<file path="src/hw/rtl/srlm_pkg.sv">
// ----------------------------------------------------------------------------
// Smoothed RMS level meter package
// Shared widths, register codes and the control/status structs between the
// controller and the datapath.
// ----------------------------------------------------------------------------
`default_nettype none

package srlm_pkg;

  localparam int CHANNELS     = 8;
  localparam int CHANNEL_W    = 3;
  localparam int SAMPLE_W     = 16;
  localparam int LEVEL_W      = 16;
  localparam int SQUARE_W     = 2 * SAMPLE_W;
  localparam int SUM_W        = 41;
  localparam int ALPHA_W      = 16;
  localparam int FRAG_W       = 11;
  localparam int MAX_FRAGMENT = 1024;
  localparam int ONE_Q15      = 32768;
  localparam int MEAN_W       = 31;
  localparam int ROOT_W       = 32;
  localparam int PROD_W       = 2 * LEVEL_W;
  localparam int DIV_CNT_W    = $clog2(SUM_W);

  localparam int IN_DATA_W    = 24;
  localparam int OUT_DATA_W   = 24;
  localparam int APB_DATA_W   = 32;
  localparam int APB_ADDR_W   = 3;

  // Register indexes, taken from paddr[2].
  localparam logic REG_ALPHA    = 1'b0;
  localparam logic REG_FRAG_LEN = 1'b1;

  localparam logic [ALPHA_W-1:0] ALPHA_RESET    = 16'd32768;
  localparam logic [FRAG_W-1:0]  FRAG_LEN_RESET = 11'd64;

  typedef struct packed {
    logic load;       // capture the accepted sample and its square
    logic accum;      // add the square into the channel sum, set up the divider
    logic div_step;   // one quotient bit
    logic root_load;  // clamp the mean and set up the root
    logic root_step;  // two radicand bits
    logic mul_a;      // alpha * rms
    logic mul_b;      // (1 - alpha) * previous level
    logic update;     // store the level, clear the sum, load the output
  } srlm_cmd_t;

  typedef struct packed {
    logic ch_ok;
    logic last;
    logic div_done;
    logic root_done;
    logic out_free;
  } srlm_sts_t;

endpackage

`default_nettype wire

</file>
<file path="src/hw/rtl/srlm_regs.sv">
// ----------------------------------------------------------------------------
// Smoothed RMS level meter configuration registers
// APB register file holding the smoothing weight and the fragment length.
// ----------------------------------------------------------------------------
`default_nettype none

module srlm_regs (
  input  wire logic                                clk,
  input  wire logic                                rst,
  input  wire logic                                psel,
  input  wire logic                                penable,
  input  wire logic                                pwrite,
  input  wire logic [srlm_pkg::APB_ADDR_W-1:0]     paddr,
  input  wire logic [srlm_pkg::APB_DATA_W-1:0]     pwdata,
  output logic      [srlm_pkg::APB_DATA_W-1:0]     prdata,
  output logic                                     pready,
  output logic      [srlm_pkg::ALPHA_W-1:0]        alpha,
  output logic      [srlm_pkg::FRAG_W-1:0]         fragment_length
);

  logic wr_en;

  assign pready = 1'b1;
  assign wr_en  = psel && penable && pwrite;

  always_ff @(posedge clk) begin
    if (rst) begin
      alpha           <= srlm_pkg::ALPHA_RESET;
      fragment_length <= srlm_pkg::FRAG_LEN_RESET;
    end else if (wr_en) begin
      case (paddr[2])
        srlm_pkg::REG_ALPHA:    alpha <= pwdata[srlm_pkg::ALPHA_W-1:0];
        srlm_pkg::REG_FRAG_LEN: fragment_length <= pwdata[srlm_pkg::FRAG_W-1:0];
        default: ;
      endcase
    end
  end

  always_comb begin
    case (paddr[2])
      srlm_pkg::REG_ALPHA:    prdata = srlm_pkg::APB_DATA_W'(alpha);
      srlm_pkg::REG_FRAG_LEN: prdata = srlm_pkg::APB_DATA_W'(fragment_length);
      default:                prdata = '0;
    endcase
  end

endmodule

`default_nettype wire

</file>
<file path="src/hw/rtl/srlm_dp.sv">
// ----------------------------------------------------------------------------
// Smoothed RMS level meter datapath
// Per-channel sums and levels, a bit-serial divider, a two-bit-per-cycle
// square root, the smoothing products and the output register.
// ----------------------------------------------------------------------------
`default_nettype none

module srlm_dp (
  input  wire logic                                clk,
  input  wire logic                                rst,
  input  wire srlm_pkg::srlm_cmd_t                 cmd,
  output srlm_pkg::srlm_sts_t                      sts,
  input  wire logic [srlm_pkg::IN_DATA_W-1:0]      s_tdata,
  input  wire logic                                s_tlast,
  input  wire logic [srlm_pkg::ALPHA_W-1:0]        alpha,
  input  wire logic [srlm_pkg::FRAG_W-1:0]         fragment_length,
  output logic                                     m_tvalid,
  input  wire logic                                m_tready,
  output logic      [srlm_pkg::OUT_DATA_W-1:0]     m_tdata
);

  // Captured item.
  logic [srlm_pkg::SQUARE_W-1:0]  square;
  logic [srlm_pkg::CHANNEL_W-1:0] ch;
  logic                           last;

  logic [srlm_pkg::SUM_W-1:0]     sums   [srlm_pkg::CHANNELS];
  logic [srlm_pkg::LEVEL_W-1:0]   levels [srlm_pkg::CHANNELS];

  // Divider.
  logic [srlm_pkg::SUM_W-1:0]     div_q;
  logic [srlm_pkg::FRAG_W-1:0]    div_rem;
  logic [srlm_pkg::FRAG_W-1:0]    div_d;
  logic [srlm_pkg::DIV_CNT_W-1:0] div_cnt;

  // Square root.
  logic [srlm_pkg::MEAN_W-1:0]    root_v;
  logic [srlm_pkg::ROOT_W-1:0]    root_res;
  logic [srlm_pkg::MEAN_W-1:0]    root_bit;

  logic [srlm_pkg::PROD_W-1:0]    prod_a;
  logic [srlm_pkg::PROD_W-1:0]    prod_b;

  logic [srlm_pkg::CHANNEL_W-1:0] out_channel;
  logic [srlm_pkg::LEVEL_W-1:0]   level;

  logic [srlm_pkg::SAMPLE_W-1:0]  raw;
  logic [srlm_pkg::SAMPLE_W-1:0]  mag;
  logic [srlm_pkg::SUM_W:0]       sum_add;
  logic [srlm_pkg::SUM_W-1:0]     sum_sat;
  logic [srlm_pkg::FRAG_W-1:0]    len_c;
  logic [srlm_pkg::FRAG_W:0]      rem_sh;
  logic                           rem_ge;
  logic [srlm_pkg::FRAG_W-1:0]    rem_new;
  logic [srlm_pkg::MEAN_W-1:0]    mean_c;
  logic [srlm_pkg::ROOT_W:0]      trial;
  logic                           root_take;
  logic [srlm_pkg::ALPHA_W-1:0]   a_c;
  logic [srlm_pkg::ALPHA_W-1:0]   a_inv;
  logic [srlm_pkg::PROD_W:0]      lvl_sum;
  logic [srlm_pkg::LEVEL_W-1:0]   lvl_c;

  always_comb begin
    raw = s_tdata[srlm_pkg::SAMPLE_W-1:0];
    // The negation of the most negative sample reads as 32768 unsigned.
    mag = raw[srlm_pkg::SAMPLE_W-1] ? (~raw + 1'b1) : raw;

    sum_add = {1'b0, sums[ch]} + (srlm_pkg::SUM_W+1)'(square);
    sum_sat = sum_add[srlm_pkg::SUM_W] ? '1 : sum_add[srlm_pkg::SUM_W-1:0];

    if (fragment_length == '0)
      len_c = srlm_pkg::FRAG_W'(1);
    else if (fragment_length > srlm_pkg::FRAG_W'(srlm_pkg::MAX_FRAGMENT))
      len_c = srlm_pkg::FRAG_W'(srlm_pkg::MAX_FRAGMENT);
    else
      len_c = fragment_length;

    rem_sh  = {div_rem, div_q[srlm_pkg::SUM_W-1]};
    rem_ge  = rem_sh >= {1'b0, div_d};
    rem_new = rem_ge ? srlm_pkg::FRAG_W'(rem_sh - {1'b0, div_d})
                     : rem_sh[srlm_pkg::FRAG_W-1:0];

    if (div_q > srlm_pkg::SUM_W'(2 ** (srlm_pkg::MEAN_W - 1)))
      mean_c = srlm_pkg::MEAN_W'(2 ** (srlm_pkg::MEAN_W - 1));
    else
      mean_c = div_q[srlm_pkg::MEAN_W-1:0];

    trial     = {1'b0, root_res} + (srlm_pkg::ROOT_W+1)'(root_bit);
    root_take = (srlm_pkg::ROOT_W+1)'(root_v) >= trial;

    a_c   = (alpha > srlm_pkg::ALPHA_W'(srlm_pkg::ONE_Q15))
            ? srlm_pkg::ALPHA_W'(srlm_pkg::ONE_Q15) : alpha;
    a_inv = srlm_pkg::ALPHA_W'(srlm_pkg::ONE_Q15) - a_c;

    lvl_sum = {1'b0, prod_a} + {1'b0, prod_b};
    lvl_c   = lvl_sum[srlm_pkg::LEVEL_W+14:15];
  end

  always_ff @(posedge clk) begin
    if (cmd.load) begin
      square <= srlm_pkg::SQUARE_W'(mag) * srlm_pkg::SQUARE_W'(mag);
      ch     <= s_tdata[srlm_pkg::SAMPLE_W +: srlm_pkg::CHANNEL_W];
      last   <= s_tlast;
    end
    if (cmd.accum) begin
      div_q   <= sum_sat;
      div_rem <= '0;
      div_d   <= len_c;
      div_cnt <= '0;
    end
    if (cmd.div_step) begin
      div_q   <= {div_q[srlm_pkg::SUM_W-2:0], rem_ge};
      div_rem <= rem_new;
      div_cnt <= div_cnt + 1'b1;
    end
    if (cmd.root_load) begin
      root_v   <= mean_c;
      root_res <= '0;
      root_bit <= srlm_pkg::MEAN_W'(2 ** (srlm_pkg::MEAN_W - 1));
    end
    if (cmd.root_step) begin
      if (root_take) begin
        root_v   <= root_v - trial[srlm_pkg::MEAN_W-1:0];
        root_res <= (root_res >> 1) + srlm_pkg::ROOT_W'(root_bit);
      end else begin
        root_res <= root_res >> 1;
      end
      root_bit <= root_bit >> 2;
    end
    if (cmd.mul_a) begin
      prod_a <= srlm_pkg::PROD_W'(a_c) * srlm_pkg::PROD_W'(root_res[srlm_pkg::LEVEL_W-1:0]);
    end
    if (cmd.mul_b) begin
      prod_b <= srlm_pkg::PROD_W'(a_inv) * srlm_pkg::PROD_W'(levels[ch]);
    end
    if (cmd.update) begin
      out_channel <= ch;
      level       <= lvl_c;
    end
  end

  // Channel state; reset to zero.
  always_ff @(posedge clk) begin
    if (rst) begin
      for (int i = 0; i < srlm_pkg::CHANNELS; i++) begin
        sums[i]   <= '0;
        levels[i] <= '0;
      end
    end else begin
      if (cmd.accum && sts.ch_ok) begin
        sums[ch] <= sum_sat;
      end
      if (cmd.update) begin
        sums[ch]   <= '0;
        levels[ch] <= lvl_c;
      end
    end
  end

  always_ff @(posedge clk) begin
    if (rst) begin
      m_tvalid <= 1'b0;
    end else if (cmd.update) begin
      m_tvalid <= 1'b1;
    end else if (m_tready) begin
      m_tvalid <= 1'b0;
    end
  end

  assign m_tdata = {{(srlm_pkg::OUT_DATA_W - srlm_pkg::LEVEL_W - srlm_pkg::CHANNEL_W){1'b0}},
                    level, out_channel};

  assign sts.ch_ok     = 32'(ch) < srlm_pkg::CHANNELS;
  assign sts.last      = last;
  assign sts.div_done  = div_cnt == srlm_pkg::DIV_CNT_W'(srlm_pkg::SUM_W - 1);
  assign sts.root_done = root_bit[0];
  assign sts.out_free  = !m_tvalid || m_tready;

endmodule

`default_nettype wire

</file>
<file path="src/hw/rtl/srlm_ctrl.sv">
// ----------------------------------------------------------------------------
// Smoothed RMS level meter controller
// Sequences accumulate, divide, square root, smoothing and result load.
// ----------------------------------------------------------------------------
`default_nettype none

module srlm_ctrl (
  input  wire logic                  clk,
  input  wire logic                  rst,
  input  wire logic                  s_tvalid,
  output logic                       s_tready,
  input  wire srlm_pkg::srlm_sts_t   sts,
  output srlm_pkg::srlm_cmd_t        cmd
);

  typedef enum logic [2:0] {
    IDLE,
    ACCUM,
    DIVIDE,
    ROOT_LOAD,
    ROOT,
    MUL_A,
    MUL_B,
    UPDATE
  } state_t;

  state_t state;

  always_ff @(posedge clk) begin
    if (rst) begin
      state <= IDLE;
    end else begin
      case (state)
        IDLE:      if (s_tvalid) state <= ACCUM;
        ACCUM:     state <= (sts.ch_ok && sts.last) ? DIVIDE : IDLE;
        DIVIDE:    if (sts.div_done) state <= ROOT_LOAD;
        ROOT_LOAD: state <= ROOT;
        ROOT:      if (sts.root_done) state <= MUL_A;
        MUL_A:     state <= MUL_B;
        MUL_B:     state <= UPDATE;
        UPDATE:    if (sts.out_free) state <= IDLE;
        default:   state <= IDLE;
      endcase
    end
  end

  assign s_tready = (state == IDLE);

  always_comb begin
    cmd           = '0;
    cmd.load      = (state == IDLE) && s_tvalid;
    cmd.accum     = (state == ACCUM);
    cmd.div_step  = (state == DIVIDE);
    cmd.root_load = (state == ROOT_LOAD);
    cmd.root_step = (state == ROOT);
    cmd.mul_a     = (state == MUL_A);
    cmd.mul_b     = (state == MUL_B);
    // The level is committed only once the output register can take it.
    cmd.update    = (state == UPDATE) && sts.out_free;
  end

endmodule

`default_nettype wire

</file>
<file path="src/hw/rtl/smoothed_rms_level_meter.sv">
// ----------------------------------------------------------------------------
// Smoothed RMS level meter
// Per-channel sum of squares; on a fragment end the mean square is divided,
// rooted, exponentially smoothed and reported.
// ----------------------------------------------------------------------------
//  Channel   Handshake          Payload
//  s_        tvalid/tready      tdata: sample[15:0], channel[18:16]; tlast: fragment_end
//  m_        tvalid/tready      tdata: out_channel[2:0], level[18:3]
//  APB       psel/penable       regs: alpha at 0x0, fragment_length at 0x4
//
// A sample without the fragment end flag is accepted, then accumulated.
// A fragment end then adds the bit-serial divide, the square root, the two
// smoothing multiplies and the update, in that order.
// A result waiting in the output register stalls only the next fragment end.
// Reset is synchronous and clears all channel sums and levels.
// ----------------------------------------------------------------------------
`default_nettype none

module smoothed_rms_level_meter (
  input  wire logic                                clk,
  input  wire logic                                rst,
  input  wire logic                                s_tvalid,
  output logic                                     s_tready,
  input  wire logic [srlm_pkg::IN_DATA_W-1:0]      s_tdata,   // sample, channel
  input  wire logic                                s_tlast,   // fragment_end
  output logic                                     m_tvalid,
  input  wire logic                                m_tready,
  output logic      [srlm_pkg::OUT_DATA_W-1:0]     m_tdata,   // out_channel, level
  input  wire logic                                psel,
  input  wire logic                                penable,
  input  wire logic                                pwrite,
  input  wire logic [srlm_pkg::APB_ADDR_W-1:0]     paddr,
  input  wire logic [srlm_pkg::APB_DATA_W-1:0]     pwdata,
  output logic      [srlm_pkg::APB_DATA_W-1:0]     prdata,
  output logic                                     pready
);

  logic [srlm_pkg::ALPHA_W-1:0] alpha;
  logic [srlm_pkg::FRAG_W-1:0]  fragment_length;
  srlm_pkg::srlm_cmd_t          cmd;
  srlm_pkg::srlm_sts_t          sts;

  srlm_regs u_regs (
    .clk             (clk),
    .rst             (rst),
    .psel            (psel),
    .penable         (penable),
    .pwrite          (pwrite),
    .paddr           (paddr),
    .pwdata          (pwdata),
    .prdata          (prdata),
    .pready          (pready),
    .alpha           (alpha),
    .fragment_length (fragment_length)
  );

  srlm_ctrl u_ctrl (
    .clk      (clk),
    .rst      (rst),
    .s_tvalid (s_tvalid),
    .s_tready (s_tready),
    .sts      (sts),
    .cmd      (cmd)
  );

  srlm_dp u_dp (
    .clk             (clk),
    .rst             (rst),
    .cmd             (cmd),
    .sts             (sts),
    .s_tdata         (s_tdata),
    .s_tlast         (s_tlast),
    .alpha           (alpha),
    .fragment_length (fragment_length),
    .m_tvalid        (m_tvalid),
    .m_tready        (m_tready),
    .m_tdata         (m_tdata)
  );

endmodule

`default_nettype wire

</file>
<file path="config.mk">
export PLATFORM = sky130hd
export DESIGN_NAME = smoothed_rms_level_meter
export DESIGN_NICKNAME = d
export VERILOG_FILES = /design/src/hw/rtl/srlm_pkg.sv /design/src/hw/rtl/srlm_regs.sv /design/src/hw/rtl/srlm_dp.sv /design/src/hw/rtl/srlm_ctrl.sv /design/src/hw/rtl/smoothed_rms_level_meter.sv
export SDC_FILE = /design/constraint.sdc
export NUM_CORES = 2
export LEC_CHECK = 0
export ABC_AREA = 1
export BUFFER_PORTS_ARGS = -buffer_cell sky130_fd_sc_hd__buf_2
export CORE_MARGIN = 1.5
export CORE_UTILIZATION = 55
export DETAILED_ROUTE_END_ITERATION = 12
export PLACE_DENSITY = 0.71
export SLEW_MARGIN = 0
export SYNTH_ARGS = -nofsm -noshare
export SYNTH_HDL_FRONTEND = slang
export SYNTH_HIERARCHICAL = 1
export SYNTH_SLANG_ARGS = --single-unit
export TNS_END_PERCENT = 100
</file>
<file path="constraint.sdc">
create_clock -name clk -period 10.45 [get_ports clk]
set_input_delay 1.045 -clock clk [delete_from_list [all_inputs] [get_ports clk]]
set_output_delay 1.045 -clock clk [all_outputs]
set_load 0.01 [all_outputs]
</file>
==> qor.txt <==
Status: finished, final reports clean
Post-synth EDFFs: 688
Distinct cells, synth: 57
Total grt overflow: 0
Hold Crit Class: register to register
Crit-path slowest cell: nor2_1
Flop pwr share: 24.0%
DR pass1 iterations: 6
Maximum vdd ir drop: 0.282 mV
Cell count after synthesis: 7935
Non-filler cells, final: 9555
Layout cells sized above 1: 5.04%
# rows: 126
Setup violations, final: 0
RePlAce Congestion: 0.974
P_sw: 8.19 mW
Primary FF master, synth: edfxtp_1
Clock power frac: 16.7%
Vias: 53575
Arr. time, crit path: 9.43 ns
Sw Ratio: 47.7%
WL final: 185000 microns
Total leakage power: 33.1 nW
Crit path top cell by count: inv_1
Least-Margin Pin Slew: 1.20 ns
Max-slew violations: 0
Hold Fails Final Rpt: 0
Antenna violations before repair: 3
Reg-to-reg critical path endpoint: u_dp/prod_b[20]$_DFFE_PP_
Critical path destination: u_dp/prod_b[20]$_DFFE_PP_
CTS Hold Bufs: 0
Fin Setup TNS: 0 ns
Critical path buffer and inverter count: 9
Drt initial violations: 5157
Crit-path leading delay family: adder cells
Vias in the first global route: 51976
H-tree level count: 3
Worst reg2reg path startpoint: u_regs/alpha[1]$_SDFFE_PP0P_
PortBufs: 80
Flop-to-flop setup slack: 1.43 ns
Core area: 118000 sq um
R2R depth: 35
Largest net degree at the start of global routing: 96
Synth async-reset ratio: 0%
Fmax achieved: 111 MHz
Pwr dens: 245 nW/um^2
RSZ-0062 raised after global routing: false
CP required: 10.86 ns
Worst rel slew slack: 19.1%
Avg Cell Area, Syn: 8.30 sq um
Via-to-Cell Ratio: 5.61
Detail Placement HPWL: 135000 microns
Area of the mapped netlist: 65900 sq um
CP max FO: 16
Synthesis-to-layout area growth: 6.55%
Clock Skew: 0.0570 ns
Die area: 122000 sq um
Worst setup EP type: register
Total Routing Usage GR: 30.6%
Ports: 126
TritonCTS clock tree: done
Post-synthesis register bit count: 754
CP Class: register to register
First-pass GRT wire length: 289000 microns
Clock tree buffer depth: 3
Starting density of the core: 55.6%
CTS Root Cell: clkbuf_16
Die height: 349 microns
Seq/Total Area, Yosys: 33.4%
Post-route ant nets: 0
Pint: 8.98 mW
Clock latency at the later pin of the worst-skew pair: 0.69 ns
Max stage delay on crit path: 0.60 ns
Wire per inst: 19.4 microns
Post-CTS Setup Inserts: 0
Tcrit/Tclk final: 86.3%
NumNets Final: 8942
PostCTS Resize Cnt: 0
Reg clk slew, reported paths: 0.06 ns
Crit path depth: 35
Critical Path Source Type: register
Synth warnings: 6
Critical Path Source: u_regs/alpha[1]$_SDFFE_PP0P_
Combinational power share: 59.3%
DRC Markers: 0
Placed cell count: 9402
Total CTS buffers: 84
MaxCap Viol Count: 0
# clock sinks: 754
Die X: 349 microns
Final critical-path required period: 9.02 ns
==> worst min-delay path by stage <==
stage | startpoint | endpoint | slack [ns] | depth (start not counted)
2_1_floorplan | u_dp/ch[0]$_DFFE_PP_ | u_dp/out_channel[0]$_DFFE_PP_ | 0.42 | 0
3_3_place_gp | u_regs/fragment_length[2]$_SDFFE_PP0P_ | u_regs/fragment_length[2]$_SDFFE_PP0P_ | 0.50 | 2
3_5_place_dp | u_regs/fragment_length[5]$_SDFFE_PP0P_ | u_regs/fragment_length[5]$_SDFFE_PP0P_ | 0.50 | 2
4_1_cts | u_regs/fragment_length[5]$_SDFFE_PP0P_ | u_regs/fragment_length[5]$_SDFFE_PP0P_ | 0.51 | 2
5_1_grt | u_regs/fragment_length[2]$_SDFFE_PP0P_ | u_regs/fragment_length[2]$_SDFFE_PP0P_ | 0.53 | 2
6_report | u_regs/fragment_length[5]$_SDFFE_PP0P_ | u_regs/fragment_length[5]$_SDFFE_PP0P_ | 0.51 | 2
==> logic make-up (layout without fill, tap and decap cells) <==
logic type | after synthesis | in the layout | synth area share, %
simple gates | 3471 | 3471 | 21.5
buf+inv | 1641 | 1629 | 9.78
fa+ha+maj | 987 | 987 | 25.1
compound gates | 865 | 865 | 7.43
flops | 754 | 754 | 33.4
xor+xnor | 212 | 212 | 2.82
other cells | 4 | 36 | 0.0228
mux | 1 | 1 | 0.0152
==> metal layers <==
metal  track usage (%)  up-vias  part of all wire, %
met4              7.65        2                  2.4
met1              43.9    25919                   43
met5                 0        -               0.0070
met2              47.6     2329                   45
li1                  -    25053                    -
met3              6.12      272                  9.7
==> final cells by class <==
| type | count | area, sq um |
|---|---|---|
| Clock buffer | 105 | 2230 |
| Antenna cell | 1 | 2.50 |
| Sequential cell | 754 | 22000 |
| Clock inverter | 47 | 438 |
| Tap cell | 1600 | 2000 |
| Multi-Input combinational cell | 5571 | 37600 |
| Timing Repair Buffer | 140 | 851 |
| Inverter | 1337 | 5030 |
| Fill cell | 10672 | 48200 |
==> worst reg2reg max path: cells and delay by family (launching register included) <==
kind / cells / cell delay, ns
fa+ha+maj: 8 / 3.70
buf+inv: 9 / 1.39
flops: 1 / 0.33
xor+xnor: 1 / 0.14
compound gates: 4 / 0.92
simple gates: 13 / 2.27
==> cell usage after synthesis, drive strengths merged (5+ instances only) <==
cell / n / area [sq um]
a21boi: 11 / 82.6
a21o: 25 / 188
a21oi: 294 / 1480
a31oi: 69 / 432
a32o: 30 / 300
buf: 109 / 684
clkbuf: 195 / 732
clkinv: 18 / 67.6
dfxtp: 66 / 1320
edfxtp: 688 / 20700
fa: 553 / 11100
ha: 434 / 5430
inv: 1319 / 4960
nand2: 1610 / 6160
nand3: 366 / 1880
nand3b: 18 / 135
nand4: 55 / 344
nor2: 1328 / 5120
nor3: 53 / 265
nor4: 24 / 150
o211ai: 9 / 67.6
o21a: 9 / 67.6
o21ai: 334 / 1680
o21bai: 28 / 210
o22ai: 36 / 225
o31ai: 5 / 37.5
or2: 14 / 87.6
xnor2: 91 / 797
xor2: 121 / 1060
==> power by group through the flow <==
stage                     combinational, mW  clock, mW  sequential (mW)
after floorplan                        7.32          0             4.09
after global placement                 9.87          0             4.17
after detailed placement               9.99          0             4.18
after CTS                              10.1       2.91             4.12
after global routing                   11.5       3.03             4.15
final                                  10.2       2.87             4.13
==> sequential cells by signal, indices dropped and copies added (netlist names), 31 cells and up, named ones only <==
| signal | flops |
|---|---|
| u_dp/root_v | 31 |
| u_dp/levels | 128 |
| u_dp/square | 31 |
| u_dp/prod_b | 31 |
| u_dp/sums | 328 |
| u_dp/div_q | 41 |
| u_dp/prod_a | 31 |
| u_dp/root_res | 32 |
==> metrics by stage <==
step	util, %	area (sq um)	hold slack (ns)	setup WS [ns]	power (mW)
5_1_grt	59.3	70200	0.527	0.765	18.6
4_1_cts	59.3	70200	0.513	1.65	17.1
3_5_place_dp	57.0	67500	0.504	1.46	14.2
6_report	59.3	70200	0.509	1.43	17.2
2_1_floorplan	-	66000	0.424	2.71	11.4
3_3_place_gp	57.0	67500	0.497	1.55	14.0
==> cells in the final DEF (no fill, tap or decap), types with 14 or more instances in the layout <==
cell / count
fa_1: 553
o21ai_1: 14
nor4_1: 23
nand2_1: 1565
a31oi_1: 69
nor2_1: 1284
nand2_2: 37
edfxtp_1: 688
conb_1: 35
buf_2: 80
xnor2_1: 91
a21o_1: 25
nand4_1: 55
buf_4: 60
o22ai_1: 36
o21bai_1: 28
dfxtp_1: 64
nor2_2: 37
clkinv_1: 27
nand3_1: 356
ha_1: 434
nor3_1: 51
a21oi_1: 293
inv_1: 1304
xor2_1: 121
nand3b_1: 18
o21ai_0: 319
clkinv_2: 18
clkbuf_16: 85
clkbuf_1: 17
a32o_1: 30
Power figures use the tool's default switching activity.
